===== config.mk =====
export PLATFORM = sky130hd
export DESIGN_NAME = box_filter_line_blur
export DESIGN_NICKNAME = d
export VERILOG_FILES = /design/src/rtl/bflb_pkg.sv /design/src/rtl/box_filter_line_blur.sv /design/src/rtl/bflb_front.sv /design/src/rtl/bflb_fifo.sv /design/src/rtl/bflb_back.sv
export VERILOG_INCLUDE_DIRS = /design/src /design/src/rtl
export SDC_FILE = /design/constraint.sdc
export NUM_CORES = 1
export LEC_CHECK = 0
export BUFFER_PORTS_ARGS = -buffer_cell sky130_fd_sc_hd__buf_2
export CAP_MARGIN = 10
export CORE_MARGIN = 10
export CORE_UTILIZATION = 65
export DETAILED_ROUTE_END_ITERATION = 12
export HOLD_SLACK_MARGIN = 0.1
export PLACE_DENSITY_LB_ADDON = 0.08
export SYNTH_ARGS = -nofsm -noshare
export SYNTH_HDL_FRONTEND = slang
export SYNTH_SLANG_ARGS = --single-unit

===== constraint.sdc =====
create_clock -name aclk -period 8.4 [get_ports aclk]
set_input_delay 2.1 -clock aclk [delete_from_list [all_inputs] [get_ports aclk]]
set_output_delay 2.1 -clock aclk [all_outputs]
set_load 0.01 [all_outputs]

===== src/rtl/box_filter_line_blur_defines.svh =====
`ifndef BOX_FILTER_LINE_BLUR_DEFINES_SVH
`define BOX_FILTER_LINE_BLUR_DEFINES_SVH

// same-cycle implication, checked on aclk outside reset
`define BFLB_ASSERT_NOW(lbl, ante, cons) \
    lbl: assert property (@(posedge aclk) disable iff (!aresetn) (ante) |-> (cons)) \
        else $error("same-cycle check failed");

// next-cycle implication, checked on aclk outside reset
`define BFLB_ASSERT_NEXT(lbl, ante, cons) \
    lbl: assert property (@(posedge aclk) disable iff (!aresetn) (ante) |=> (cons)) \
        else $error("next-cycle check failed");

`endif


===== src/rtl/bflb_pkg.sv =====
`timescale 1ns / 1ps

package bflb_pkg;

    localparam int MAX_WINDOW  = 31;
    localparam int MAX_LINE    = 4096;
    localparam int LINE_W      = $clog2(MAX_LINE);
    localparam int HI_W        = LINE_W + 1;
    localparam int PIX_W       = 8;
    localparam int WIDTH_W     = 5;
    localparam int SUM_W       = 13;
    localparam int STORE_DEPTH = 32;
    localparam int STORE_AW    = $clog2(STORE_DEPTH);
    localparam int RECIP_SHIFT = 18;
    localparam int RECIP_W     = RECIP_SHIFT + 1;
    localparam int PROD_W      = SUM_W + RECIP_W;
    localparam int QUEUE_DEPTH = 2;
    localparam int QPTR_W      = $clog2(QUEUE_DEPTH);
    localparam int QCNT_W      = $clog2(QUEUE_DEPTH + 1);

    localparam logic [WIDTH_W-1:0] WIDTH_RESET = WIDTH_W'(3);
    localparam logic [WIDTH_W-1:0] WIDTH_CAP   = WIDTH_W'((MAX_WINDOW - 1) | 1);
    localparam logic [LINE_W-1:0]  LAST_POS    = LINE_W'(MAX_LINE - 1);

    typedef struct packed {
        logic [PIX_W-1:0]  pixel;
        logic [LINE_W-1:0] pos;
        logic              last;
    } item_t;

    typedef enum logic [1:0] {
        ST_IDLE,
        ST_SUM,
        ST_EMIT
    } back_state_t;

    function automatic logic [WIDTH_W-1:0] eff_width(input logic [WIDTH_W-1:0] ww);
        logic [WIDTH_W-1:0] w;
        w = ww;
        if (!w[0]) begin
            w = w + WIDTH_W'(1);
        end
        if (w > WIDTH_CAP) begin
            w = WIDTH_CAP;
        end
        return w;
    endfunction

    // ceil(2^RECIP_SHIFT / w), exact quotient for every 13-bit sum
    function automatic logic [RECIP_W-1:0] recip(input logic [WIDTH_W-1:0] w);
        logic [RECIP_W-1:0] r;
        unique case (w)
            5'd1:    r = RECIP_W'(262144);
            5'd3:    r = RECIP_W'(87382);
            5'd5:    r = RECIP_W'(52429);
            5'd7:    r = RECIP_W'(37450);
            5'd9:    r = RECIP_W'(29128);
            5'd11:   r = RECIP_W'(23832);
            5'd13:   r = RECIP_W'(20165);
            5'd15:   r = RECIP_W'(17477);
            5'd17:   r = RECIP_W'(15421);
            5'd19:   r = RECIP_W'(13798);
            5'd21:   r = RECIP_W'(12484);
            5'd23:   r = RECIP_W'(11398);
            5'd25:   r = RECIP_W'(10486);
            5'd27:   r = RECIP_W'(9710);
            5'd29:   r = RECIP_W'(9040);
            5'd31:   r = RECIP_W'(8457);
            default: r = '0;
        endcase
        return r;
    endfunction

endpackage


===== src/rtl/box_filter_line_blur.sv =====
`timescale 1ns / 1ps
// Each pixel passes the two-entry queue, then the back-end sum and emit states, with the registered
// 32-entry window memory read between; emit registers the result, waits while the output holds one
// unaccepted, then pops the next pixel. A line-end pixel adds a sum/emit step per flushed result.
// Reset (aresetn, synchronous, active low): clears control state, window_width returns to 3;
// the window memory is not cleared and needs no clearing pass.

module box_filter_line_blur (
    input  logic                         aclk,
    input  logic                         aresetn,
    input  logic                         cfg_wr_en,
    input  logic [bflb_pkg::WIDTH_W-1:0] cfg_wr_data,  // window_width
    input  logic                         s_tvalid,
    output logic                         s_tready,
    input  logic [bflb_pkg::PIX_W-1:0]   s_tdata,      // [7:0] pixel
    input  logic                         s_tlast,      // line_end
    output logic                         m_tvalid,
    input  logic                         m_tready,
    output logic [bflb_pkg::PIX_W-1:0]   m_tdata,      // [7:0] average
    output logic                         m_tlast       // last_of_line
);
    import bflb_pkg::*;

    logic [WIDTH_W-1:0] width_reg, width_next;
    logic [WIDTH_W-1:0] width_eff;
    logic               fq_valid, fq_ready, bq_valid, bq_ready;
    item_t              fq_item, bq_item;

    assign width_next = cfg_wr_en ? cfg_wr_data : width_reg;
    assign width_eff  = eff_width(width_reg);

    always_ff @(posedge aclk) begin
        if (!aresetn) begin
            width_reg <= WIDTH_RESET;
        end else begin
            width_reg <= width_next;
        end
    end

    bflb_front u_front (
        .aclk     (aclk),
        .aresetn  (aresetn),
        .clear    (cfg_wr_en),
        .s_tvalid (s_tvalid),
        .s_tready (s_tready),
        .s_tdata  (s_tdata),
        .s_tlast  (s_tlast),
        .q_valid  (fq_valid),
        .q_ready  (fq_ready),
        .q_item   (fq_item)
    );

    bflb_fifo u_fifo (
        .aclk      (aclk),
        .aresetn   (aresetn),
        .in_valid  (fq_valid),
        .in_ready  (fq_ready),
        .in_item   (fq_item),
        .out_valid (bq_valid),
        .out_ready (bq_ready),
        .out_item  (bq_item)
    );

    bflb_back u_back (
        .aclk      (aclk),
        .aresetn   (aresetn),
        .width_eff (width_eff),
        .q_valid   (bq_valid),
        .q_ready   (bq_ready),
        .q_item    (bq_item),
        .m_tvalid  (m_tvalid),
        .m_tready  (m_tready),
        .m_tdata   (m_tdata),
        .m_tlast   (m_tlast)
    );

endmodule


===== src/rtl/bflb_front.sv =====
`timescale 1ns / 1ps

module bflb_front (
    input  logic                   aclk,
    input  logic                   aresetn,
    input  logic                   clear,
    input  logic                   s_tvalid,
    output logic                   s_tready,
    input  logic [bflb_pkg::PIX_W-1:0] s_tdata,  // [7:0] pixel
    input  logic                   s_tlast,      // line_end
    output logic                   q_valid,
    input  logic                   q_ready,
    output bflb_pkg::item_t        q_item
);
    import bflb_pkg::*;

    logic [LINE_W-1:0] pos_reg, pos_next;
    logic              line_done;

    assign s_tready  = q_ready;
    assign q_valid   = s_tvalid;
    // close the line on line_end or when the line reaches its maximum length
    assign line_done = s_tlast || (pos_reg == LAST_POS);

    always_comb begin
        q_item.pixel = s_tdata;
        q_item.pos   = pos_reg;
        q_item.last  = line_done;
    end

    always_comb begin
        pos_next = pos_reg;
        if (clear) begin
            pos_next = '0;
        end else if (s_tvalid && q_ready) begin
            pos_next = line_done ? '0 : pos_reg + LINE_W'(1);
        end
    end

    always_ff @(posedge aclk) begin
        if (!aresetn) begin
            pos_reg <= '0;
        end else begin
            pos_reg <= pos_next;
        end
    end

endmodule


===== src/rtl/bflb_fifo.sv =====
`timescale 1ns / 1ps

module bflb_fifo (
    input  logic            aclk,
    input  logic            aresetn,
    input  logic            in_valid,
    output logic            in_ready,
    input  bflb_pkg::item_t in_item,
    output logic            out_valid,
    input  logic            out_ready,
    output bflb_pkg::item_t out_item
);
    import bflb_pkg::*;

    item_t             slot_reg [QUEUE_DEPTH];
    logic [QPTR_W-1:0] wr_ptr_reg, wr_ptr_next;
    logic [QPTR_W-1:0] rd_ptr_reg, rd_ptr_next;
    logic [QCNT_W-1:0] count_reg, count_next;
    logic              push, pop;

    assign in_ready  = (count_reg != QCNT_W'(QUEUE_DEPTH));
    assign out_valid = (count_reg != '0);
    assign out_item  = slot_reg[rd_ptr_reg];
    assign push      = in_valid && in_ready;
    assign pop       = out_valid && out_ready;

    always_comb begin
        wr_ptr_next = push ? wr_ptr_reg + QPTR_W'(1) : wr_ptr_reg;
        rd_ptr_next = pop ? rd_ptr_reg + QPTR_W'(1) : rd_ptr_reg;
        count_next  = count_reg;
        if (push && !pop) begin
            count_next = count_reg + QCNT_W'(1);
        end else if (pop && !push) begin
            count_next = count_reg - QCNT_W'(1);
        end
    end

    always_ff @(posedge aclk) begin
        if (!aresetn) begin
            wr_ptr_reg <= '0;
            rd_ptr_reg <= '0;
            count_reg  <= '0;
        end else begin
            wr_ptr_reg <= wr_ptr_next;
            rd_ptr_reg <= rd_ptr_next;
            count_reg  <= count_next;
        end
    end

    always_ff @(posedge aclk) begin
        if (push) begin
            slot_reg[wr_ptr_reg] <= in_item;
        end
    end

endmodule


===== src/rtl/bflb_back.sv =====
`timescale 1ns / 1ps
`include "box_filter_line_blur_defines.svh"

module bflb_back (
    input  logic                         aclk,
    input  logic                         aresetn,
    input  logic [bflb_pkg::WIDTH_W-1:0] width_eff,
    input  logic                         q_valid,
    output logic                         q_ready,
    input  bflb_pkg::item_t              q_item,
    output logic                         m_tvalid,
    input  logic                         m_tready,
    output logic [bflb_pkg::PIX_W-1:0]   m_tdata,  // [7:0] average
    output logic                         m_tlast   // last_of_line
);
    import bflb_pkg::*;

    back_state_t        state_reg, state_next;
    logic [HI_W-1:0]    hi_reg, hi_next;
    logic [LINE_W-1:0]  n_reg, n_next;
    logic [PIX_W-1:0]   pix_reg, pix_next;
    logic               end_reg, end_next;
    logic [SUM_W-1:0]   sum_reg, sum_next;
    logic               m_valid_reg, m_valid_next;
    logic [PIX_W-1:0]   avg_reg;
    logic               last_reg;

    logic [PIX_W-1:0]   store_mem [STORE_DEPTH];
    logic [PIX_W-1:0]   rd_reg;
    logic [STORE_AW-1:0] rd_addr;
    logic [HI_W-1:0]    lo_pos;

    logic [WIDTH_W-1:0] p, p_plus1;
    logic [HI_W-1:0]    end_pos;
    logic               more, emit_here, out_free, step_ok, pop, out_load;
    logic [SUM_W-1:0]   first_sum, slide_sum;
    logic [PROD_W-1:0]  prod;

    assign p         = width_eff >> 1;
    assign p_plus1   = p + WIDTH_W'(1);
    assign end_pos   = HI_W'(n_reg) + HI_W'(p);
    assign more      = end_reg && (hi_reg < end_pos);
    assign emit_here = (hi_reg >= HI_W'(p));
    assign out_free  = !m_valid_reg || m_tready;
    assign step_ok   = !emit_here || out_free;
    assign q_ready   = pop;

    assign first_sum = SUM_W'(p_plus1) * SUM_W'(pix_reg);
    assign slide_sum = sum_reg + SUM_W'(pix_reg)
                     - ((hi_reg > HI_W'(p)) ? SUM_W'(rd_reg) : SUM_W'(0));
    assign prod      = PROD_W'(sum_reg) * PROD_W'(recip(width_eff));

    // oldest pixel leaving the window for the step at hi_next
    assign lo_pos  = (hi_next >= HI_W'(width_eff)) ? hi_next - HI_W'(width_eff) : '0;
    assign rd_addr = lo_pos[STORE_AW-1:0];

    always_comb begin
        state_next = state_reg;
        hi_next    = hi_reg;
        n_next     = n_reg;
        pix_next   = pix_reg;
        end_next   = end_reg;
        sum_next   = sum_reg;
        pop        = 1'b0;
        out_load   = 1'b0;
        unique case (state_reg)
            ST_IDLE: begin
                if (q_valid) begin
                    pop        = 1'b1;
                    hi_next    = HI_W'(q_item.pos);
                    n_next     = q_item.pos;
                    pix_next   = q_item.pixel;
                    end_next   = q_item.last;
                    state_next = ST_SUM;
                end
            end
            ST_SUM: begin
                sum_next   = (hi_reg == '0) ? first_sum : slide_sum;
                state_next = ST_EMIT;
            end
            ST_EMIT: begin
                if (step_ok) begin
                    out_load = emit_here;
                    if (more) begin
                        hi_next    = hi_reg + HI_W'(1);
                        state_next = ST_SUM;
                    end else if (q_valid) begin
                        pop        = 1'b1;
                        hi_next    = HI_W'(q_item.pos);
                        n_next     = q_item.pos;
                        pix_next   = q_item.pixel;
                        end_next   = q_item.last;
                        state_next = ST_SUM;
                    end else begin
                        state_next = ST_IDLE;
                    end
                end
            end
            default: begin
                state_next = ST_IDLE;
            end
        endcase
    end

    always_comb begin
        m_valid_next = m_valid_reg;
        if (out_load) begin
            m_valid_next = 1'b1;
        end else if (m_tready) begin
            m_valid_next = 1'b0;
        end
    end

    always_ff @(posedge aclk) begin
        if (!aresetn) begin
            state_reg   <= ST_IDLE;
            m_valid_reg <= 1'b0;
        end else begin
            state_reg   <= state_next;
            m_valid_reg <= m_valid_next;
        end
    end

    always_ff @(posedge aclk) begin
        hi_reg  <= hi_next;
        n_reg   <= n_next;
        pix_reg <= pix_next;
        end_reg <= end_next;
        sum_reg <= sum_next;
        if (out_load) begin
            avg_reg  <= prod[RECIP_SHIFT +: PIX_W];
            last_reg <= end_reg && (hi_reg == end_pos);
        end
    end

    always_ff @(posedge aclk) begin
        if (pop) begin
            store_mem[q_item.pos[STORE_AW-1:0]] <= q_item.pixel;
        end
        rd_reg <= store_mem[rd_addr];
    end

    assign m_tvalid = m_valid_reg;
    assign m_tdata  = avg_reg;
    assign m_tlast  = last_reg;

    `BFLB_ASSERT_NOW(a_hi_in_range, state_reg != ST_IDLE, hi_reg <= end_pos)
    `BFLB_ASSERT_NEXT(a_pop_loads_pos, pop, (state_reg == ST_SUM) && (hi_reg == $past(q_item.pos)))
    `BFLB_ASSERT_NEXT(a_hold_result, m_valid_reg && !m_tready, m_valid_reg && $stable(avg_reg))

endmodule


; ---- Word-level counts from Yosys, hierarchy flattened
; Memories as Yosys holds them, arrays and structs flattened. A register that Yosys moved wholly into a read port is not among the register bits.
; Cells that the tools add are included.
[word_totals]
in_bits = 19
reg_bits = 80
ramBits = 298
out_inout_bits = 11
rom_bits = 576
memories = 3
elab_cells = 110
[classes]
reduce_logical = 22
muxes = 43
n_eq_ne = 8
n_mul = 2
order_cmp = 5
n_addsub = 12
n_bitwise = 1
[mem_list]
columns = memory, depth, word_bits, read_ports, rd_clocked_by_memory_dff, wr, line
row1 = (name not given), 32, 18, 1, 0, 0, bflb_pkg.sv:52  ; unique case (w)
row2 = u_back.store_mem, 32, 8, 1, 1, 1, bflb_back.sv:28  ; logic [PIX_W-1:0] store_mem [STORE_DEPTH];
row3 = u_fifo.slot_reg, 2, 21, 1, 1, 1, bflb_fifo.sv:15  ; item_t slot_reg [QUEUE_DEPTH];
[op_table]
columns = op, count
row1 = $mux W13, 4
row2 = $mux W12, 4
row3 = $mux W8, 4
row4 = $mul A13 B19 Y26, 1
row5 = $pmux W13 S2, 1
row6 = $pmux W12 S2, 1
row7 = $mux W1, 17
row8 = $pmux W8 S2, 1
row9 = $mux W5, 3
row10 = $add A12 B4 Y13, 1
row11 = $add A13 B1 Y13 const B, 1
row12 = $add A13 B8 Y13, 1
row13 = $eq A13 B13 Y1, 1
row14 = $ge A13 B4 Y1, 1
row15 = $ge A13 B5 Y1, 1
row16 = $gt A13 B4 Y1, 1
row17 = $logic_not A13 Y1, 1
row18 = $lt A13 B13 Y1, 1
row19 = $mul A5 B8 Y13, 1
row20 = $sub A13 B13 Y13, 1
row21 = $add A12 B1 Y12 const B, 1
row22 = $eq A12 B12 Y1 const B, 1
row23 = $mux W2, 5
row24 = $reduce_bool A2 Y1, 4
row25 = other kinds (21), 35

; ---- Longest topological paths before layout
; Gate-level depths: netlist (run 1).
[depth]
depth_word = 14
mapped_depth = 36
depth_no_buf = 30

; ---- By module
; Synthesis (run 1) repeated with hierarchy kept, for this count alone.
[hier_totals]
cells_unflattened = 2096
area_unflattened_um2 = 25049.0
[by_module_without_submodules]
columns = module, area_each_um2, seq_area_each_um2, n_inst, cells_each
row1 = bflb_back, 22412.7, 9459.1, 1, 1913
row2 = bflb_fifo, 1750.4, 1361.3, 1, 89
row3 = bflb_front, 713.2, 240.2, 1, 76
row4 = box_filter_line_blur, 172.7, 80.1, 1, 18

; ---- Least setup slack after synthesis (run 1)
; No wires, ideal clock.
[synth_path]
path_type = register to register
startpoint = register width_reg[2]
endpoint = register u_back.avg_reg[6], in the netlist u_back.m_tdata[6], data pin
path_buffers = 4
t_required_ns = 8.122
period_less_slack_ns = 7.183
arrival_ns = 6.906
stages_incl_launch_ff = 29
setup_time_ns = 0.278
path_slack_ns = 1.217
cell_sequence = dfxtp_1 -> clkbuf_1 -> clkbuf_1 -> ha_1 -> clkbuf_1 -> a211oi_1 -> a21o_1 -> clkbuf_1 -> nand2_1 -> fa_1 -> inv_1 -> fa_1 -> fa_1 -> inv_1 -> fa_1 -> inv_1 -> fa_1 -> ha_1 -> a21o_1 -> a21o_1 -> a21o_1 -> a21o_1 -> a21o_1 -> a221oi_1 -> nor2b_1 -> o21a_1 -> o31ai_1 -> nor2b_1 -> o311ai_0
[synth_via]
elab_chain_len = 6
[synth_rtl]
columns = element, line
row1 = from (decl), box_filter_line_blur.sv:24  ; logic [WIDTH_W-1:0] width_reg, width_next;
row2 = from (signal assigned), box_filter_line_blur.sv:36  ; width_reg <= width_next;
row3 = $add A5 B1 Y5, bflb_pkg.sv:41  ; w = w + WIDTH_W'(1);
row4 = $mux W5 *, bflb_pkg.sv:40  ; if (!w[0]) begin
row5 = $gt A5 B5 Y1, bflb_pkg.sv:43  ; if (w > WIDTH_CAP) begin
row6 = $mux W5 *, bflb_pkg.sv:43
row7 = $mem_v2 Z32 W18 *, --
row8 = $mul A13 B19 Y26 *, bflb_back.sv:51  ; assign prod = PROD_W'(sum_reg) * PROD_W'(recip(width_eff));
row9 = via u_back.prod[24], bflb_back.sv:37  ; logic [PROD_W-1:0] prod;
row10 = to (signal assigned), bflb_back.sv:131  ; avg_reg <= prod[RECIP_SHIFT +: PIX_W];
row11 = to (decl), bflb_back.sv:25  ; logic [PIX_W-1:0] avg_reg;
; Mark *: on every way through the listed nets, which the timed path passes. The rest lies on a longest branch.
; A chain may end at the register's enable or synchronous reset.

; ---- Worst setup path in the final report (run 1)
; Same ends and word-level chain as after synthesis.

==> flow_summary.yaml, run 1 <==
worst_setup_path:
  start_kind: "register"
  path_class: "reg -> reg"
  cp-end-kind: "register"
  critPathRequiredTime_ps: 8700
  cp.depth: 29
  cpPeakStageDelay_ps: 580
  r2r_cells: 29
  path_delay_family: "adder cells"
  arrival_ps: 8090
  cp.buffers_inverters: 6
  path_max_fanout: 13
  crit_path_top_delay_cell: "fa_1"
floorplan:
  ios: 30
  die_w_um: 217
  core_um2: 38600
  die_h_um: 217
  row_count: 72
  start_util: 0.656
  dieArea_um2: 47200
place:
  placed_cells: 2776
  dpl.hpwl_um: 42400
  gp_congestion: 0.947
  io_buffers: 28
synthesis:
  ys_seq_area_frac: 0.440
  syn-cell-area_um2: 25300
  synth_top_area_frac: 0.405
  postSynthAreaPerCell_um2: 11.0
  syn_nets: 2645
  synthArstFlopShare: 0
  synthTopCellsByArea: "edfxtp_1 40%, fa_1 15%, ha_1 6.4%"
  yosysMostFrequentCell: "edfxtp_1"
  synth_edf_count: 341
  synth-seq-cells: 386
  ys.flop_type: "edfxtp_1"
  ys_warn_count: 0
  yosysTopAreaCell: "edfxtp_1"
  netlist-cell-type-count: 78
  ys_top_cells_by_count: "341 x edfxtp_1, 308 x nand2_1, 262 x inv_1"
  netlist_instances: 2304
hold_path:
  hold_class: "reg -> reg"
  whs_path_depth: 0
route:
  drc_errors: 0
  avgRoutedWirePerCell_um: 21.0
  vias: 17300
  post_drt_via_cell_ratio: 6.07
  wirelength_um: 59700
  dr.pass1.iters: 6
  drtIter0Drc: 1622
  ant_nets: 0
clock_tree:
  post_cts_resize_count: 0
  cts_root_buffer: "clkbuf_16"
  insertion_delay_ps: 580
  cts_tree: "yes"
  numCtsBuffers: 40
  clockBufferDepth: 3
  clkSlewWorstSetupHoldPaths_ps: 60
  cts.sinks: 386
  h-tree-depth: 2
  post_cts_buffers: 0
  hold_buffers: 0
timing:
  fin_worst_skew_ps: 28.8
  fmax_ghz: 0.128
  max-slew-margin-rel: 0.222
  period_minus_slack_ps: 7800
  max_slew.worst_pin.slew_ps: 1160
  tns_ps: 0
  hold_ws_ps: 507
  post-route-period-util: 0.928
  slew_viol_final: 0
  finalHoldViolCount: 0
  finalSetupViolCount: 0
  rsz0062_at_grt: "false"
global_route:
  grt_pass1_wl_um: 94900
  grt_overflow_total: 0
  gr-usage-all-layers: 0.256
  antenna_found_initial: 0
  grt_pass1_vias: 17500
  grt_max_degree: 79
layout:
  n_antenna_cell: 0
  fin_cells: 2850
  area_growth_pct: 7.49
  largest_reg_flops: 256
  nets: 2641
  drive_gt1_frac: 0.0746
job:
  cap_viol_max_count: 0
status:
  outcome: "finished, final reports clean"
==> final timing paths <==
check | slack, ps | from | to
min reg2reg | 510 | u_front.pos_reg[11] | u_fifo.slot_reg[0][12]
max | 600 | width_reg[2] | u_back.m_tdata[6]
max reg2reg | 600 | width_reg[2] | u_back.m_tdata[6]
min | 510 | u_front.pos_reg[11] | u_fifo.slot_reg[0][12]
==> cell families after synthesis <==
family                     count (synthesis)  share of synthesized area
adders and majority gates                322                      0.217
DFF                                      386                      0.440
and+or+nand+nor                          787                      0.150
buffers and inverters                    380                     0.0588
muxes                                     57                     0.0268
xor gates and xnor gates                  66                     0.0228
AOI/OAI and AO/OA                        306                     0.0847
==> final cells by class <==
| cell class | count | area [um^2] |
|---|---|---|
| Multi-Input combinational cell | 1538 | 12700 |
| Inverter | 265 | 1000 |
| Timing Repair Buffer | 69 | 460 |
| Clock inverter | 18 | 171 |
| Fill cell | 2873 | 11400 |
| Clock buffer | 56 | 1070 |
| Sequential cell | 386 | 11100 |
| Tap cell | 518 | 648 |
==> cell usage in the layout, fill, tap and decap left out, drive strengths merged, types with 26 or more instances in the layout <==
| master | count |
|---|---|
| edfxtp | 341 |
| nand2 | 310 |
| inv | 267 |
| fa | 193 |
| nor2 | 137 |
| ha | 129 |
| and2 | 102 |
| a21oi | 73 |
| buf | 69 |
| nor3 | 57 |
| clkbuf | 56 |
| nand3 | 45 |
| dfxtp | 45 |
| o21ai | 43 |
| nand4 | 41 |
| xnor2 | 40 |
| xor2 | 26 |
| mux2 | 26 |
==> worst reg2reg max path: cells and delay by family (launching register included) <==
family	cells	cell delay [ps]
flops	1	500
compound gates	11	2410
simple gates	5	760
fa+ha+maj	7	3020
buf+inv	6	840
==> routing by layer <==
layer	vias to the layer above	track usage	part of all wire
met4	0	0.0830	0.029
met5	-	0	0
met2	681	0.430	0.49
met1	8537	0.333	0.40
met3	131	0.0440	0.073
li1	7942	-	-
==> per-stage QoR <==
step / instance area, um^2 / utilization / worst slack [ps]
2_1_floorplan: 25300 / - / 1220
3_3_place_gp: 26000 / 0.673 / 759
3_5_place_dp: 26000 / 0.673 / 642
4_1_cts: 27200 / 0.705 / 600
5_1_grt: 27200 / 0.705 / 46.3
6_report: 27200 / 0.705 / 602
Power of run 1 is left out: the tool's default activity adds up to more than one toggle a clock period on the data nets, which glitch-free logic cannot reach.
==> run 2: changes to the inputs <==
- CORE_UTILIZATION: 65 -> 67
- clock period: 8.4 -> 9.5 ns (I/O delays scaled with it)
==> run 2 against run 1 <==
Clock-buffer cell count is 4 lower. Via count is 1.1% higher. Critical path depth is 1 lower. Non-clock buffer count is 10 lower. Clock skew is 6.5 ps higher. First-iteration DRC count is 3.6% lower. Die area is 2.7% lower. Final cell count is 0.74% lower. Register-to-register slack better by 450 ps. Sequential share of layout area is 0.14 points higher. Routed wire length is 0.89% lower. Critical endpoint unchanged.
==> flow_summary.yaml, run 2 (synthesis results as in run 1) <==
timing:
  post-route-period-util: 0.889
  period_minus_slack_ps: 8450
  tns_ps: 0
  rsz0062_at_grt: "false"
  max-slew-margin-rel: 0.218
  finalSetupViolCount: 0
  slew_viol_final: 0
  max_slew.worst_pin.slew_ps: 1160
  finalHoldViolCount: 0
  fmax_ghz: 0.118
  fin_worst_skew_ps: 35.3
clock_tree:
  post_cts_buffers: 0
  post_cts_resize_count: 0
  hold_buffers: 0
  cts.sinks: 386
  clkSlewWorstSetupHoldPaths_ps: 60
  h-tree-depth: 2
  cts_tree: "yes"
  numCtsBuffers: 40
  cts_root_buffer: "clkbuf_16"
  clockBufferDepth: 3
  insertion_delay_ps: 560
route:
  wirelength_um: 59200
  drc_errors: 0
  met2_length_um: 29800
  top_layer_used: "met4"
  drtIter0Drc: 1563
  route.met3.wl_um: 4410
  vias: 17500
  avgRoutedWirePerCell_um: 20.9
  ant_nets: 0
  wl_met1_um: 23300
  dr.pass1.iters: 6
  post_drt_via_cell_ratio: 6.18
worst_setup_path:
  crit_start: "width_reg[1]"
  start_kind: "register"
  crit_path_top_delay_cell: "a221oi_1"
  r2r_cells: 28
  path_delay_family: "adder cells"
  cpPeakStageDelay_ps: 620
  cp-end-kind: "register"
  cp.depth: 28
  path_max_fanout: 17
  path_class: "reg -> reg"
  arrival_ps: 8690
  cp.buffers_inverters: 5
  reg2reg_from: "width_reg[1]"
  critPathRequiredTime_ps: 9750
hold_path:
  whs_path_depth: 0
  hp-start: "u_front.pos_reg[10]"
  hold_class: "reg -> reg"
global_route:
  grt_overflow_total: 0
  grt_pass1_vias: 17500
  grt_max_degree: 90
  grt_pass1_wl_um: 94200
  antenna_found_initial: 0
  gr-usage-all-layers: 0.255
layout:
  largest_reg_flops: 256
  nets: 2631
  area_growth_pct: 7.14
  fin_cells: 2829
  final_cell_mix: "341 x edfxtp_1, 308 x nand2_1, 262 x inv_1, 192 x fa_1, 135 x nor2_1"
  num-fill-cells: 2754
  n_antenna_cell: 0
  drive_gt1_frac: 0.0720
  layout_commonest_cell: "edfxtp_1"
job:
  cap_viol_max_count: 0
place:
  io_buffers: 28
  placed_cells: 2759
  gp_congestion: 0.922
  dpl.hpwl_um: 41800
floorplan:
  core_um2: 37500
  row_count: 71
  start_util: 0.675
  ios: 30
  die_h_um: 214
  dieArea_um2: 45900
  die_w_um: 214
status:
  outcome: "finished, final reports clean"
run 2: per-layer routing:
| layer | global-route usage | up-vias |
|---|---|---|
| met3 | 0.0395 | 131 |
| li1 | - | 7909 |
| met4 | 0.0766 | 0 |
| met2 | 0.438 | 793 |
| met1 | 0.328 | 8641 |
| met5 | 0 | - |
run 2: final timing paths:
path / endpoint / slack, ps
worst max-delay path: u_back.m_tdata[6] / 1050
worst min-delay path: u_fifo.slot_reg[0][11] / 520
worst max register to register: u_back.m_tdata[6] / 1050
worst min register to register: u_fifo.slot_reg[0][11] / 520
run 2: layout make-up:
class                      count  area [um^2]  share of cell area
sequential                   386        11100               0.411
clock buffer                  52         1080              0.0397
timing repair buffer          59          385              0.0142
tap                          511          639              0.0236
multi-input combinational   1538        12700               0.469
inverter                     265         1000              0.0369
clock inverter                18          163             0.00600
run 2: per-stage QoR:
step	hold slack [ps]	utilization	setup WS [ps]	cell area (um^2)
after floorplan	459	-	2320	25300
after global placement	479	0.690	1220	25900
after detailed placement	500	0.690	1080	25900
after CTS	513	0.723	1070	27100
after global routing	526	0.723	513	27100
final	521	0.723	1050	27100
run 2: worst reg2reg max path, delay by kind of cell (launching register included):
| kind | cells | cell delay (ps) |
|---|---|---|
| compound gates | 11 | 2830 |
| fa+ha+maj | 7 | 3380 |
| buf+inv | 5 | 770 |
| flops | 1 | 300 |
| simple gates | 5 | 880 |
Power of run 2 is left out for the same reason.
